===== src/hdl/itd_pkg.sv =====
// itd_pkg: shared types and character/register constants for the integer-to-decimal-text block.
// No dependencies; imported by int_list_to_decimal_text, itd_checker and tb_top.
`default_nettype none

package itd_pkg;

	typedef logic [7:0]  char_t;
	typedef logic [11:0] count_t;

	localparam char_t CHAR_MINUS = 8'h2D;
	localparam char_t CHAR_SPACE = 8'h20;
	localparam char_t CHAR_ZERO  = 8'h30;
	localparam char_t CHAR_NINE  = 8'h39;
	localparam char_t CHAR_NONE  = 8'h00;

	localparam count_t BUFFER_SIZE_RST = 12'd841;

	// register index as decoded from paddr[2]
	localparam logic REG_IDX_BUFFER_SIZE = 1'b0;

endpackage

`default_nettype wire


===== src/hdl/itd_dabble.sv =====
// itd_dabble: iterative binary-to-BCD converter (shift and add-3), one bit per cycle.
// Depends on nothing beyond its parameters.
`default_nettype none

module itd_dabble #(
	parameter int VALUE_BITS = 32,
	parameter int DIGITS     = 10
) (
	input  wire logic                    clk,
	input  wire logic                    arst_n,
	input  wire logic                    start,
	input  wire logic [VALUE_BITS-1:0]   mag,
	output logic                         done,
	output logic [4*DIGITS-1:0]          bcd
);

	localparam int CNTW = $clog2(VALUE_BITS + 1);

	logic [VALUE_BITS-1:0] bin_q;
	logic [4*DIGITS-1:0]   bcd_q;
	logic [CNTW-1:0]       cnt_q;
	logic                  busy_q;
	logic                  done_q;
	logic [4*DIGITS-1:0]   adj;

	// add 3 to every digit of 5 or more before the shift
	always_comb begin
		for (int i = 0; i < DIGITS; i++) begin
			if (bcd_q[4*i +: 4] >= 4'd5) begin
				adj[4*i +: 4] = bcd_q[4*i +: 4] + 4'd3;
			end else begin
				adj[4*i +: 4] = bcd_q[4*i +: 4];
			end
		end
	end

	always_ff @(posedge clk or negedge arst_n) begin
		if (!arst_n) begin
			busy_q <= 1'b0;
			done_q <= 1'b0;
			cnt_q  <= '0;
		end else begin
			done_q <= 1'b0;
			if (start) begin
				busy_q <= 1'b1;
				cnt_q  <= CNTW'(VALUE_BITS);
			end else if (busy_q) begin
				cnt_q <= cnt_q - 1'b1;
				if (cnt_q == CNTW'(1)) begin
					busy_q <= 1'b0;
					done_q <= 1'b1;
				end
			end
		end
	end

	always_ff @(posedge clk) begin
		if (start) begin
			bin_q <= mag;
			bcd_q <= '0;
		end else if (busy_q) begin
			bin_q <= {bin_q[VALUE_BITS-2:0], 1'b0};
			bcd_q <= {adj[4*DIGITS-2:0], bin_q[VALUE_BITS-1]};
		end
	end

	assign done = done_q;
	assign bcd  = bcd_q;

endmodule

`default_nettype wire


===== src/hdl/int_list_to_decimal_text.sv =====
// int_list_to_decimal_text: formats signed integers as decimal ASCII beats with a buffer check.
// Depends on itd_pkg and itd_dabble.
//
//   channel  | dir | handshake              | payload
//   ---------+-----+------------------------+----------------------------------------------
//   s_*      | in  | s_tvalid / s_tready    | s_tdata = value, s_tuser = list_start
//   m_*      | out | m_tvalid / m_tready    | m_tdata = char_code, m_tlast = last,
//            |     |                        | m_tuser = overflow
//   APB      | in  | psel/penable/pready    | 0x0: buffer_size [11:0]
//
// Sequence: after an input beat the BCD loop shifts in one bit per cycle over all VALUE_BITS
//   bits, then ST_COUNT finds the digit count and ST_DECIDE makes the fit test; characters
//   then leave one per cycle while the receiver keeps m_tready high. An item dropped after
//   overflow is taken in ST_IDLE, which the sequencer does not leave for it.
// Reset: arst_n clears the sequencer, count, overflow latch and buffer_size (841). No
//   memory, no clearing pass.
// Stalls: the output register holds a beat until m_tready; the sequencer waits there.
//   s_tready is high only while idle; the last beat of an item may still be waiting then.
`default_nettype none

module int_list_to_decimal_text
	import itd_pkg::*;
#(
	parameter int VALUE_BITS = 32
) (
	input  wire logic                              clk,
	input  wire logic                              arst_n,
	// input stream
	input  wire logic                              s_tvalid,
	output logic                                   s_tready,
	input  wire logic [((VALUE_BITS+7)/8)*8-1:0]   s_tdata,  // [VALUE_BITS-1:0] value
	input  wire logic [0:0]                        s_tuser,  // [0] list_start
	// output stream
	output logic                                   m_tvalid,
	input  wire logic                              m_tready,
	output logic [7:0]                             m_tdata,  // [7:0] char_code
	output logic                                   m_tlast,
	output logic [0:0]                             m_tuser,  // [0] overflow
	// configuration
	input  wire logic                              psel,
	input  wire logic                              penable,
	input  wire logic                              pwrite,
	input  wire logic [2:0]                        paddr,
	input  wire logic [31:0]                       pwdata,
	output logic [31:0]                            prdata,
	output logic                                   pready
);

	// decimal digits of the largest magnitude, 2^(VALUE_BITS-1)
	localparam int DIGITS = ((VALUE_BITS - 1) * 30103) / 100000 + 1;
	localparam int NDW    = $clog2(DIGITS + 1);
	localparam int NCW    = $clog2(DIGITS + 2);
	localparam int DIW    = $clog2(DIGITS);

	localparam logic [2:0] ST_IDLE   = 3'd0;
	localparam logic [2:0] ST_CONV   = 3'd1;
	localparam logic [2:0] ST_COUNT  = 3'd2;
	localparam logic [2:0] ST_DECIDE = 3'd3;
	localparam logic [2:0] ST_EMIT   = 3'd4;

	logic [2:0]            state_q;
	count_t                buffer_size_q;
	count_t                chars_q;
	logic                  ovf_latched_q;
	logic                  neg_q;
	logic [NDW-1:0]        nd_q;
	logic                  ovf_item_q;
	logic                  sign_pend_q;
	logic                  dig_pend_q;
	logic [DIW-1:0]        dig_q;

	logic                  out_valid_q;
	char_t                 out_char_q;
	logic                  out_last_q;
	logic                  out_ovf_q;

	logic [VALUE_BITS-1:0] value_in;
	logic [VALUE_BITS-1:0] mag_in;
	logic                  accept;
	logic                  dab_start;
	logic                  dab_done;
	logic [4*DIGITS-1:0]   bcd;
	logic [NDW-1:0]        nd_w;
	logic [NCW-1:0]        nchars;
	logic [12:0]           fit_sum;
	logic [12:0]           fit_lim;
	logic                  fit_fail;
	logic                  out_free;
	logic                  cfg_wr;

	// ---------------- configuration ----------------
	assign pready = 1'b1;
	assign cfg_wr = psel && penable && pwrite && pready;

	always_ff @(posedge clk or negedge arst_n) begin
		if (!arst_n) begin
			buffer_size_q <= BUFFER_SIZE_RST;
		end else if (cfg_wr && (paddr[2] == REG_IDX_BUFFER_SIZE)) begin
			buffer_size_q <= pwdata[11:0];
		end
	end

	assign prdata = (paddr[2] == REG_IDX_BUFFER_SIZE) ? {20'd0, buffer_size_q} : 32'd0;

	// ---------------- input side ----------------
	assign s_tready  = (state_q == ST_IDLE);
	assign accept    = s_tvalid && s_tready;
	assign value_in  = s_tdata[VALUE_BITS-1:0];
	// most negative value maps onto itself, read unsigned that is its magnitude
	assign mag_in    = value_in[VALUE_BITS-1] ? (~value_in + 1'b1) : value_in;
	// a latched overflow drops the item unless it opens a new list
	assign dab_start = accept && (s_tuser[0] || !ovf_latched_q);

	itd_dabble #(
		.VALUE_BITS(VALUE_BITS),
		.DIGITS    (DIGITS)
	) u_dabble (
		.clk   (clk),
		.arst_n(arst_n),
		.start (dab_start),
		.mag   (mag_in),
		.done  (dab_done),
		.bcd   (bcd)
	);

	// digit count: position of the highest nonzero digit, zero is one digit
	always_comb begin
		nd_w = NDW'(1);
		for (int i = 1; i < DIGITS; i++) begin
			if (bcd[4*i +: 4] != 4'd0) begin
				nd_w = NDW'(i + 1);
			end
		end
	end

	// fit test: count + nchars >= size - 1, or size zero
	assign nchars   = NCW'(nd_q) + NCW'(neg_q);
	assign fit_sum  = {1'b0, chars_q} + 13'(nchars);
	assign fit_lim  = {1'b0, buffer_size_q} - 13'd1;
	assign fit_fail = (buffer_size_q == 12'd0) || (fit_sum >= fit_lim);

	assign out_free = !out_valid_q || m_tready;

	// ---------------- sequencer ----------------
	always_ff @(posedge clk or negedge arst_n) begin
		if (!arst_n) begin
			state_q       <= ST_IDLE;
			chars_q       <= '0;
			ovf_latched_q <= 1'b0;
			out_valid_q   <= 1'b0;
		end else begin
			// a new beat loads as the old one leaves
			if ((state_q == ST_EMIT) && out_free) begin
				out_valid_q <= 1'b1;
			end else if (m_tready) begin
				out_valid_q <= 1'b0;
			end
			unique case (state_q)
				ST_IDLE: begin
					if (accept && s_tuser[0]) begin
						chars_q       <= '0;
						ovf_latched_q <= 1'b0;
					end
					if (dab_start) begin
						state_q <= ST_CONV;
					end
				end
				ST_CONV: begin
					if (dab_done) begin
						state_q <= ST_COUNT;
					end
				end
				ST_COUNT: begin
					state_q <= ST_DECIDE;
				end
				ST_DECIDE: begin
					if (fit_fail) begin
						ovf_latched_q <= 1'b1;
					end else begin
						chars_q <= chars_q + 12'(nchars) + 12'd1;
					end
					state_q <= ST_EMIT;
				end
				ST_EMIT: begin
					if (out_free) begin
						if (ovf_item_q || (!sign_pend_q && !dig_pend_q)) begin
							state_q <= ST_IDLE;
						end
					end
				end
				default: begin
					state_q <= ST_IDLE;
				end
			endcase
		end
	end

	// per-item payload and the character selector
	always_ff @(posedge clk) begin
		if (accept) begin
			neg_q <= value_in[VALUE_BITS-1];
		end
		if (state_q == ST_COUNT) begin
			nd_q <= nd_w;
		end
		if (state_q == ST_DECIDE) begin
			ovf_item_q  <= fit_fail;
			sign_pend_q <= neg_q;
			dig_pend_q  <= 1'b1;
			dig_q       <= DIW'(nd_q - 1'b1);
		end
		if ((state_q == ST_EMIT) && out_free) begin
			if (ovf_item_q) begin
				out_char_q <= CHAR_NONE;
				out_last_q <= 1'b1;
				out_ovf_q  <= 1'b1;
			end else if (sign_pend_q) begin
				out_char_q  <= CHAR_MINUS;
				out_last_q  <= 1'b0;
				out_ovf_q   <= 1'b0;
				sign_pend_q <= 1'b0;
			end else if (dig_pend_q) begin
				out_char_q <= CHAR_ZERO + {4'd0, bcd[{dig_q, 2'b00} +: 4]};
				out_last_q <= 1'b0;
				out_ovf_q  <= 1'b0;
				if (dig_q == '0) begin
					dig_pend_q <= 1'b0;
				end else begin
					dig_q <= dig_q - 1'b1;
				end
			end else begin
				out_char_q <= CHAR_SPACE;
				out_last_q <= 1'b1;
				out_ovf_q  <= 1'b0;
			end
		end
	end

	assign m_tvalid   = out_valid_q;
	assign m_tdata    = out_char_q;
	assign m_tlast    = out_last_q;
	assign m_tuser[0] = out_ovf_q;

endmodule

`default_nettype wire


===== config.mk =====
export PLATFORM = sky130hd
export DESIGN_NAME = int_list_to_decimal_text
export DESIGN_NICKNAME = d
export VERILOG_FILES = /design/src/hdl/itd_pkg.sv /design/src/hdl/itd_dabble.sv /design/src/hdl/int_list_to_decimal_text.sv
export SDC_FILE = /design/constraint.sdc
export NUM_CORES = 1
export LEC_CHECK = 0
export BUFFER_PORTS_ARGS = -buffer_cell sky130_fd_sc_hd__buf_4
export CAP_MARGIN = 20
export CORE_MARGIN = 2
export CORE_UTILIZATION = 64
export CTS_BUF_LIST = sky130_fd_sc_hd__clkbuf_4 sky130_fd_sc_hd__clkbuf_8
export DETAILED_ROUTE_END_ITERATION = 8
export GPL_ROUTABILITY_DRIVEN = 0
export MAX_ROUTING_LAYER = met4
export PLACE_DENSITY = 0.87
export SYNTH_ARGS = -nofsm -noshare
export SYNTH_HDL_FRONTEND = slang
export SYNTH_SLANG_ARGS = --single-unit

===== constraint.sdc =====
create_clock -name clk -period 7.5 [get_ports clk]
set_input_delay 0.375 -clock clk [delete_from_list [all_inputs] [get_ports clk]]
set_output_delay 0.375 -clock clk [all_outputs]
set_load 0.05 [all_outputs]

Word-level counts from Yosys, hierarchy flattened
Cells that the tools add are included.
Word-level totals
  register bits: 130
  input port bits: 75
  logic and storage cells: 168
Cells by class
  add/subtract/negate cells: 20
  order comparisons: 11
  equal/unequal tests: 12
  shift operators: 1
  multiplexer cells: 64
  bitwise logic cells: 3
  reduce and logical (&&, ||, !) cells: 36
Operator list (number)
  2-to-1 mux 32 bit: 3
  2-to-1 mux 4 bit: 18
  >= comparator 4 x 3 -> 1 bit (second input constant): 10
  indexed part select 40 x 7 -> 4 bit: 1
  adder 4 x 2 -> 4 bit (second input constant): 9
  2-to-1 mux 12 bit: 3
  nonzero test 4 bit: 9
  adder 32 x 1 -> 32 bit (second input constant): 1
  NOT 32 bit: 1
  2-to-1 mux 6 bit: 4
  one-hot mux 12 bit (2 select lines): 1
  2-to-1 mux 1 bit: 23
  2-to-1 mux 3 bit: 6
  one-hot mux 3 bit (5 select lines): 1
  adder 12 x 4 -> 13 bit: 1
  >= comparator 13 bit: 1
  subtractor 12 x 1 -> 13 bit (second input constant): 1
  adder 12 x 1 -> 12 bit (second input constant): 1
  adder 12 x 4 -> 12 bit: 1
  zero test 12 bit: 1
  logical AND 1 bit: 8
  2-to-1 mux 2 bit: 4
  inequality test 2 x 1 -> 1 bit (second input constant): 4
  subtractor 4 x 1 -> 4 bit (second input constant): 2
  other kinds (19): 33

Longest topological paths before layout
Gate-level depths: netlist of run 1.
  depth after elaboration: 9
  gate-level depth with buffers: 18
  depth with buffers taken out: 16

Modules after synthesis
Synthesis of run 1 repeated with hierarchy kept, for this count alone.
Second synthesis, totals
  cell total of the unflattened synthesis: 885
  area total of the unflattened synthesis: 8511.9 um^2
Modules (own cells, without submodules)
  int_list_to_decimal_text: instances 1, cells an instance 472, area an instance 4321.6 um^2
  itd_dabble: instances 1, cells an instance 413, area an instance 4190.3 um^2

Worst setup path before layout of run 1
Ideal clock, no wire load.
  path kind: flip-flop to flip-flop
  start: reg nd_q[0]
  end: reg chars_q[10]
  library setup time: 0.077 ns
  arrival: 3.838 ns
  slack: 3.585 ns
  cell stages (with the launch flop): 17
  clock period less this slack: 3.915 ns
  path through: edfxtp_1 > ha_1 > ha_1 > inv_1 > fa_1 > o21ai_0 > and2_1 > nand2_1 > xnor2_1 > ha_1 > and3_1 > a221o_1 > a311oi_1 > o21ai_1 > buf_4 > or3_1 > a21oi_1
On the way
  longest elaborated chain between the ends: 6
RTL lines
  start, declared: RTL line int_list_to_decimal_text.sv:66  | logic [NDW-1:0] nd_q;
  start signal, assigned: RTL line int_list_to_decimal_text.sv:204  | nd_q <= nd_w;
  adder 4 x 1 -> 4 bit (*): RTL line int_list_to_decimal_text.sv:137  | assign nchars = NCW'(nd_q) + NCW'(neg_q);
  adder 12 x 4 -> 13 bit: RTL line int_list_to_decimal_text.sv:138  | assign fit_sum = {1'b0, chars_q} + 13'(nchars);
  >= comparator 13 bit: RTL line int_list_to_decimal_text.sv:140  | assign fit_fail = (buffer_size_q == 12'd0) || (fit_sum >= fit_lim);
  logical OR 1 bit: RTL line int_list_to_decimal_text.sv:140
  inequality test 2 bit (no source line)
  AND reduction 3 bit (no source line)
  end signal, assigned: RTL line int_list_to_decimal_text.sv:180  | chars_q <= chars_q + 12'(nchars) + 12'd1;
  end, declared: RTL line int_list_to_decimal_text.sv:63  | count_t chars_q;
Every way passes the cells marked *; elsewhere a longest branch is shown, timed or not. The select of a mux whose other input is x is not followed.
A chain may end at the register's enable or synchronous reset.

Final worst setup path of run 1
  start: reg nd_q[0]
  end: reg chars_q[7]
The elaborated chain is that of the path after synthesis.

==> flow_summary.ini, run 1 <==
[power]
ir_drop_mv = 0.176
fin_total_pwr_mw = 3.43
leakage_nw = 4.04
p_sw_share_pct = 40.7
sequentialPowerShare_pct = 37.8
pwr-share-clk_pct = 18.1
combPwrFrac_pct = 44.1
switchingPower_mw = 1.40
p_per_area_mw_per_mm2 = 371
p_int_mw = 2.04

[worst_setup_path]
path_max_fanout = 23
cp_data_arrival_time_ps = 4780
endpoint_kind = register
path_delay_family = adder cells
worstSetupStartpointType = register
startpoint = nd_q[0]
crit_slowest_cell = or4_1
critPathMaxStageDelay_ps = 470
cp_common_cell = ha_1
path_cells = ha_1, ha_1, inv_1, fa_1, o21ai_0, and2_1, nand2_1, xnor2_1, ha_1, and3_1, a221o_1, a311oi_1, o21ai_1, buf_4, or4_1, a21oi_1
required_ps = 7890
critPathKind = reg2reg
critPathBufInv = 2
r2r_start = nd_q[0]

[synthesis]
syn_inst = 907
synthAdderAreaFrac_pct = 8.39
synth_compound_area_share_pct = 14.7
synth_warnings = 0
yosysUniqueCellTypes = 62
synth.avg_cell_area_um2 = 9.08
synthSimpleGateAreaFrac_pct = 17.4
synthArstFlopShare_pct = 28.7
synth_top_area_cell = edfxtp_1
synth_edf_count = 46
synth_flop_cell = edfxtp_1
synthXorXnorAreaFrac_pct = 7.76
synth-seq-cells = 129
synth_area_leaders = edfxtp_1, dfxtp_1, dfrtp_1
ys_seq_area_share_pct = 39.3
synth_top_family_by_area = simple AND/OR/NAND/NOR gates
synth_top_area_share_pct = 16.8
synth_area_mm2 = 0.00823
synthMuxAreaShare_pct = 6.38

[global_route]
grt_pass1_wl_um = 28100
grtUsageTotal_pct = 25.6
overflow = 0
antenna_found_initial = 0
grt_pass1_vias = 6069
grt_max_degree = 67

[clock_tree]
tritoncts = yes
cts_setup_buffers = 0
cts_buffers = 17
cts.sinks = 129
worstSkewPairLatency_ps = 460
clkTransAtPathRegs_ps = 80
cts_root_buf = clkbuf_8
ctsHtreeMaxLevel = 4
cts_max_path_buffers = 2

[routing]
wl_um = 16700
route.vias.total = 6554
drt_iter0_drc = 489
firstDrtPassIters = 5
drc = 0
postRouteAntennaNets = 0
via_per_inst = 5.67
avgRoutedWirePerCell_um = 14.5

[floorplan]
core-area_mm2 = 0.0126
num_rows = 41
die_h_um = 117
start_util_pct = 65.5
io_pins = 120
die-width_um = 117
die-area_mm2 = 0.0138

[sta]
setup_tns_ps = 0
fmax_mhz = 228
max_slew.worst_pin.slew_ps = 921
slew_headroom_pct = 38.5
hold_violations = 0
rsz0062_at_grt = no
fin_crit_sh_pct = 58.6
final-setup-viol-count = 0
finalMaxSlewViolations = 0
worst_slack_ps = 3110
fin_worst_skew_ps = 12.0
fin_crit_ps = 4390

[placed_design]
dp_hpwl_um = 11600
port_buffers = 74
dp_slack_ps = 3140

[cells_and_area]
nNetsFinal = 1100
final_common_cell = nand2_1
layout_common_cells = nand2_1, nor2_1, o21ai_0, buf_4, a21oi_1
final_util_pct = 73.6
drive_gt1_share_pct = 15.5
diodes = 0
syn2layout_area_growth_pct = 12.3

[status]
status = completed

[min_path]
hp-class = in2reg
min-delay-start = m_tready

[run]
maxCapViolations = 0
## per-stage QoR
step                      instances  hold slack [ps]  instance area [um^2]
final                          1156              142                  9250
after global routing           1156              131                  9250
after CTS                      1156              124                  9250
after detailed placement       1123              369                  8830
after global placement         1123              363                  8830
after floorplan                 928             79.4                  8310
## layer usage
metal | global-route usage, % | wire length [um] | vias up | share of wire (%)
met5 | - | 0 | - | 0
li1 | - | - | 3264 | -
met3 | 5.54 | 836 | 22 | 5.0
met4 | 8.51 | 246 | 0 | 1.5
met2 | 41.0 | 8110 | 173 | 49
met1 | 32.4 | 7530 | 3095 | 45
## path summary, 6_finish.rpt
path / to / slack, ps / cells past startpoint
worst max register to register: chars_q[7] / 3110 / 16
min in group asynchronous: chars_q[11] / 420 / 2
max in group asynchronous: buffer_size_q[0] / 6730 / 2
worst min-delay path: m_tvalid / 140 / 2
worst min register to register: u_dabble.bcd[0] / 500 / 2
worst max-delay path: chars_q[7] / 3110 / 16
## cell usage after synthesis (all sizes together) (11+ instances only)
master and count:
a21oi 63, buf 36, clkbuf 20, dfrtp 32, dfxtp 46, edfxtp 46, ha 52, inv 50
mux2 12, mux2i 21, nand2 92, nand2b 12, nand3 27, nor2 85, nor2b 12, nor3 14
nor3b 12, o21ai 89, o31ai 11, xnor2 31, xor2 42
## logic make-up (layout without fill, tap and decap cells)
group           count (synthesis)  after routing
simple gates                  296            296
compound gates                205            205
flops                         129            129
buf+inv                       107            163
xor+xnor                       73             73
fa+ha+maj                      54             54
mux                            41             41
other cells                     2             23
## registers in the layout (all words and copies together) (netlist names), 4 cells and up
signal	cells
buffer_size_q	12
chars_q	12
dig_q	4
m_tdata	6
nd_q	4
u_dabble.bcd	40
u_dabble.bin_q	32
u_dabble.cnt_q	6
## power by group through the flow
stage	Clock [mW]	Combinational (mW)	Sequential, mW
after floorplan	0	1.26	1.20
after global placement	0	1.44	1.29
after detailed placement	0	1.50	1.30
after CTS	0.630	1.51	1.29
after global routing	0.659	1.72	1.34
final	0.622	1.51	1.30
## what timing repair did
action                                  4_1_cts  5_1_grt
endpoints found under the setup margin        0        0
endpoints found under the hold margin        32        0
hold buffers                                  1        0
gates resized for setup                       0        0
## cell type report
type / instances / area, um^2
Multi-Input combinational cell: 692 / 4600
Fill cell: 934 / 3320
Sequential cell: 129 / 3230
Timing Repair Buffer: 80 / 603
Clock buffer: 21 / 270
Tap cell: 172 / 215
Inverter: 51 / 191
Clock inverter: 11 / 136
Note: power is estimated with default switching activity, not from simulation.
==> run 2: changes to the inputs <==
- CORE_UTILIZATION: 64 -> 54
- PLACE_DENSITY: 0.87 -> 0.78
- clock period: 7.5 -> 3.98 ns (I/O delays scaled with it)
==> run 2 against run 1 <==
  * Sequential power is 88% higher
  * Worst setup slack worse by 3000 ps
  * Clock power is 75% higher
  * Register-to-register slack worse by 3000 ps
  * Clock skew is 4.3 ps lower
  * Hold slack worse by 69 ps
  * Routed wire length is 4.9% higher
  * Die area is 18% higher
  * Global-route usage is 2.9 points lower
  * Utilization is 9.2 points lower
==> flow_summary.ini, run 2 (same netlist as run 1, synthesis figures left out) <==
[routing]
route.vias.total = 6679
wl_met2_um = 8360
drc = 0
drt_iter0_drc = 468
via_per_inst = 5.53
dr_wl_met3_um = 822
wl_um = 17500
postRouteAntennaNets = 0
m1WireLength_um = 8020
avgRoutedWirePerCell_um = 14.5
firstDrtPassIters = 5
top_layer_used = met4

[sta]
slew_headroom_pct = 32.4
fmax_mhz = 260
finalMaxSlewViolations = 0
hold_violations = 0
fin_crit_sh_pct = 96.6
worst_slack_ps = 137
fin_worst_skew_ps = 7.69
max_slew.worst_pin.slew_ps = 1010
fin_crit_ps = 3840
final-setup-viol-count = 0

[floorplan]
num_rows = 45
start_util_pct = 54.8
die_h_um = 127
io_pins = 120
die-area_mm2 = 0.0163
die-width_um = 127
core-area_mm2 = 0.0150

[worst_setup_path]
crit_slowest_cell = edfxtp_1
worstSetupStartpointType = register
critPathMaxStageDelay_ps = 390
critPathBufInv = 2
endpoint_kind = register
path_max_fanout = 6
critPathKind = reg2reg
required_ps = 4380
cp_data_arrival_time_ps = 4240
path_delay_family = compound AO/OA/AOI/OAI gates
path_cells = ha_2, ha_2, buf_6, ha_4, a21oi_4, o21bai_4, a21oi_2, nor2_1, xor2_1, ha_1, and3_4, a221o_1, a311oi_2, o21ai_2, buf_6, or3_4, a21oi_2

[cells_and_area]
drive_gt1_share_pct = 19.5
register_area_mm2 = 0.00323
nFillCells = 1224
final_util_pct = 64.3
multiInputGateArea_mm2 = 0.00472
syn2layout_area_growth_pct = 17.5
layout_common_cells = buf_4, nand2_1, nor2_1, o21ai_0, a21oi_1
nNetsFinal = 1136
final_common_cell = buf_4
stdcell_area_mm2 = 0.00967
final_cells = 1208
diodes = 0
largest_reg_flops = 40

[power]
switchingPower_mw = 2.78
p_int_mw = 3.91
p_sw_share_pct = 41.5
fin_total_pwr_mw = 6.69
ir_drop_mv = 0.337
p_per_area_mw_per_mm2 = 692
combPwrFrac_pct = 47.0
pwr-share-clk_pct = 16.4
leakage_nw = 4.20
sequentialPowerShare_pct = 36.6

[clock_tree]
worstSkewPairLatency_ps = 470
clkTransAtPathRegs_ps = 80
cts_buffers = 17
ctsHtreeMaxLevel = 4
cts_max_path_buffers = 2
cts_root_buf = clkbuf_8
cts.sinks = 129
tritoncts = yes

[placed_design]
port_buffers = 74
dp_cells = 1158
dpl_cell_area_mm2 = 0.00899
dp_hpwl_um = 12100
dp_slack_ps = -183

[global_route]
grt_max_degree = 67
grtUsageTotal_pct = 22.7
grt_pass1_wl_um = 29100
overflow = 0
antenna_found_initial = 0
grt_pass1_vias = 6319

[run]
maxCapViolations = 0

[status]
status = completed

[min_path]
hp-class = in2reg
[run 2: changes by cell type in the layout (fill, tap and decap cells not counted), moves of 4 or more]
cell           change
a21oi_1            -7
a21oi_2            +6
buf_4             +20
clkinvlp_4         +5
dlygate4sd3_1     +13
ha_1               -4
[run 2: worst paths after layout]
path | startpoint | end | slack, ps | depth (start not counted)
min in group asynchronous | arst_n | buffer_size_q[10] | 250 | 2
min | s_tdata[0] | u_dabble.bin_q[0] | 70 | 3
max reg2reg | nd_q[0] | chars_q[10] | 140 | 17
max in group asynchronous | arst_n | buffer_size_q[3] | 3380 | 2
max | nd_q[0] | chars_q[10] | 140 | 17
min reg2reg | u_dabble.bin_q[31] | u_dabble.bcd[0] | 490 | 2
[run 2: area by class of cell]
class                      count  share of cell area (%)
clock buffer                  17                    2.42
sequential                   129                    33.4
timing repair buffer         116                    9.42
inverter                      51                    1.98
tap                          188                    2.43
multi-input combinational    692                    48.8
clock inverter                15                    1.47
[run 2: routing by layer]
metal	up-vias	GRT usage, %
met4	0	7.56
li1	3332	-
met3	34	4.61
met1	3147	28.4
met2	166	36.8
met5	-	-
[run 2: tightest hold or removal path, cell delays in order]
cell and delay (ps):
buf_4 90, inv_1 50, nor2_1 90
[run 2: what timing repair did]
item | CTS | global route
endpoints found under the hold margin | 45 | 0
resized for setup | 8 | 23
hold buffers | 14 | 0
pin swaps | 3 | 18
setup buffers | 1 | 2
setup endpoints to repair | 12 | 13
cloned | 0 | 1
[run 2: power by group through the flow]
stage,Sequential (mW),Combinational (mW),Clock (mW)
4_1_cts,2.44,3.05,1.11
6_report,2.45,3.14,1.09
2_1_floorplan,2.26,2.37,0
3_3_place_gp,2.44,2.82,0
3_5_place_dp,2.47,2.95,0
5_1_grt,2.53,3.54,1.17
[run 2: per-stage QoR]
stage | TNS (ps) | hold slack [ps]
floorplan | 0 | -96.6
global placement | -367 | 188
detailed placement | -1290 | 201
CTS | 0 | 67.7
global route | -359 | 84.7
finish | 0 | 73.2
==> run 3: changes to the inputs <==
- CORE_UTILIZATION: 54 -> 60
- PLACE_DENSITY: 0.78 -> 0.82
- clock period: 3.98 -> 4.2 ns (I/O delays scaled with it)
==> run 3 against run 2 <==
  * Register-to-register slack better by 80 ps
  * Total power down 4.8%
  * Sequential power down 5%
  * Largest cell class unchanged
==> flow_summary.ini, run 3 (same netlist as run 1, synthesis figures left out) <==
[status]
status = completed

[cells_and_area]
largest_reg_flops = 40
nNetsFinal = 1119
syn2layout_area_growth_pct = 15.5
layout_common_cells = nand2_1, nor2_1, buf_4, o21ai_0, a21oi_1
nFillCells = 1002
final_common_cell = nand2_1
diodes = 0
drive_gt1_share_pct = 16.7

[worst_setup_path]
critPathMaxStageDelay_ps = 390
worstSetupStartpointType = register
cp_data_arrival_time_ps = 4340
path_max_fanout = 20
crit_slowest_cell = edfxtp_1
critPathKind = reg2reg
required_ps = 4570
cp_common_cell = ha_1
path_cells = ha_1, ha_1, inv_1, fa_2, o21ai_2, and2_4, nand2_1, xnor2_1, ha_1, and3_1, a221o_1, a311oi_2, o21ai_2, buf_6, or3_1, a21oi_1
endpoint_kind = register

[power]
sequentialPowerShare_pct = 36.4
fin_total_pwr_mw = 6.37
switchingPower_mw = 2.55
combPwrFrac_pct = 44.4
p_int_mw = 3.81
pwr-share-clk_pct = 19.2
p_sw_share_pct = 40.1
leakage_nw = 4.15
ir_drop_mv = 0.328
p_per_area_mw_per_mm2 = 670

[floorplan]
die-width_um = 121
num_rows = 42
core-area_mm2 = 0.0133
start_util_pct = 61.7
die-area_mm2 = 0.0147
die_h_um = 121
io_pins = 120

[clock_tree]
worstSkewPairLatency_ps = 450
cts_max_path_buffers = 2
clkTransAtPathRegs_ps = 70
tritoncts = yes
ctsHtreeMaxLevel = 4
cts_buffers = 17
cts.sinks = 129
cts_root_buf = clkbuf_8

[sta]
finalMaxSlewViolations = 0
fmax_mhz = 251
hold_violations = 0
setup_tns_ps = 0
fin_crit_sh_pct = 94.7
worst_slack_ps = 221
fin_worst_skew_ps = 13.2
max_slew.worst_pin.slew_ps = 913
fin_crit_ps = 3980
final-setup-viol-count = 0
slew_headroom_pct = 39.0

[global_route]
antenna_found_initial = 0
overflow = 0
grtUsageTotal_pct = 25.4
grt_pass1_wl_um = 29400
grt_max_degree = 48
grt_pass1_vias = 6401

[placed_design]
dp_slack_ps = -8.64
dp_hpwl_um = 12000
port_buffers = 74

[routing]
via_per_inst = 5.63
drt_iter0_drc = 437
firstDrtPassIters = 5
avgRoutedWirePerCell_um = 14.7
drc = 0
route.vias.total = 6635
wl_um = 17300
postRouteAntennaNets = 0

[run]
maxCapViolations = 0

[min_path]
hp-class = in2reg
## run 3: changes by cell type in the layout (fill, tap and decap cells not counted), sizes merged
cell,before,now
bufinv,2,5
buf,102,86
clkbuf,17,21
clkinvlp,6,1
inv,52,50
dlygate4sd3,14,13
## run 3: worst paths after layout
check	startpoint	to	slack (ps)	cells after the start
max	neg_q	chars_q[8]	220	16
min	pwdata[1]	buffer_size_q[1]	30	2
max reg2reg	neg_q	chars_q[8]	220	16
min reg2reg	u_dabble.bin_q[31]	u_dabble.bcd[0]	490	2
max in group asynchronous	arst_n	buffer_size_q[3]	3570	2
min in group asynchronous	arst_n	buffer_size_q[7]	280	2
## run 3: repair_timing
action	4_1_cts	5_1_grt
endpoints found under the hold margin	44	0
setup buffers	1	1
pin swaps	1	3
gates resized for setup	1	9
endpoints found under the setup margin	4	12
hold buffers	13	0
## run 3: cell type report
cell class	count	area, um^2	share of cell area [%]
Clock inverter	11	185	1.95
Timing Repair Buffer	99	779	8.20
Sequential cell	129	3230	34.0
Clock buffer	21	270	2.84
Multi-Input combinational cell	692	4630	48.7
Inverter	51	191	2.01
Tap cell	176	220	2.32
## run 3: through the flow
stage / hold slack, ps / util [%] / std cells / area (um^2)
floorplan: -85.6 / - / 928 / 8310
global placement: 196 / 66.5 / 1132 / 8870
detailed placement: 205 / 66.5 / 1132 / 8870
CTS: 1.74 / 71.0 / 1178 / 9470
global route: 12.3 / 71.2 / 1179 / 9510
finish: 27.7 / 71.2 / 1179 / 9510
## run 3: worst max-delay path: cells and delay by family, from the launching register on
family                   cells  cell delay [ps]
AO/OA/AOI/OAI                5             1030
XOR/XNOR                     1              120
adder cells (fa/ha/maj)      4             1270
buffers and inverters        2              260
flip-flops                   1              390
AND/OR/NAND/NOR              4              800
## run 3: layer usage
| layer | up-vias | wire [um] | part of all wire [%] | GRT usage, % |
|---|---|---|---|---|
| li1 | 3304 | - | - | - |
| met1 | 3122 | 7790 | 45 | 32.9 |
| met2 | 181 | 8370 | 48 | 40.7 |
| met3 | 28 | 822 | 4.8 | 4.37 |
| met4 | 0 | 317 | 1.8 | 8.55 |
| met5 | - | 0 | 0 | - |
## run 3: power groups by stage
stage	clock, mW	combinational, mW	sequential (mW)
6_report	1.22	2.83	2.32
5_1_grt	1.29	3.21	2.40
4_1_cts	1.24	2.78	2.31
3_5_place_dp	0	2.71	2.33
3_3_place_gp	0	2.60	2.31
2_1_floorplan	0	2.25	2.14
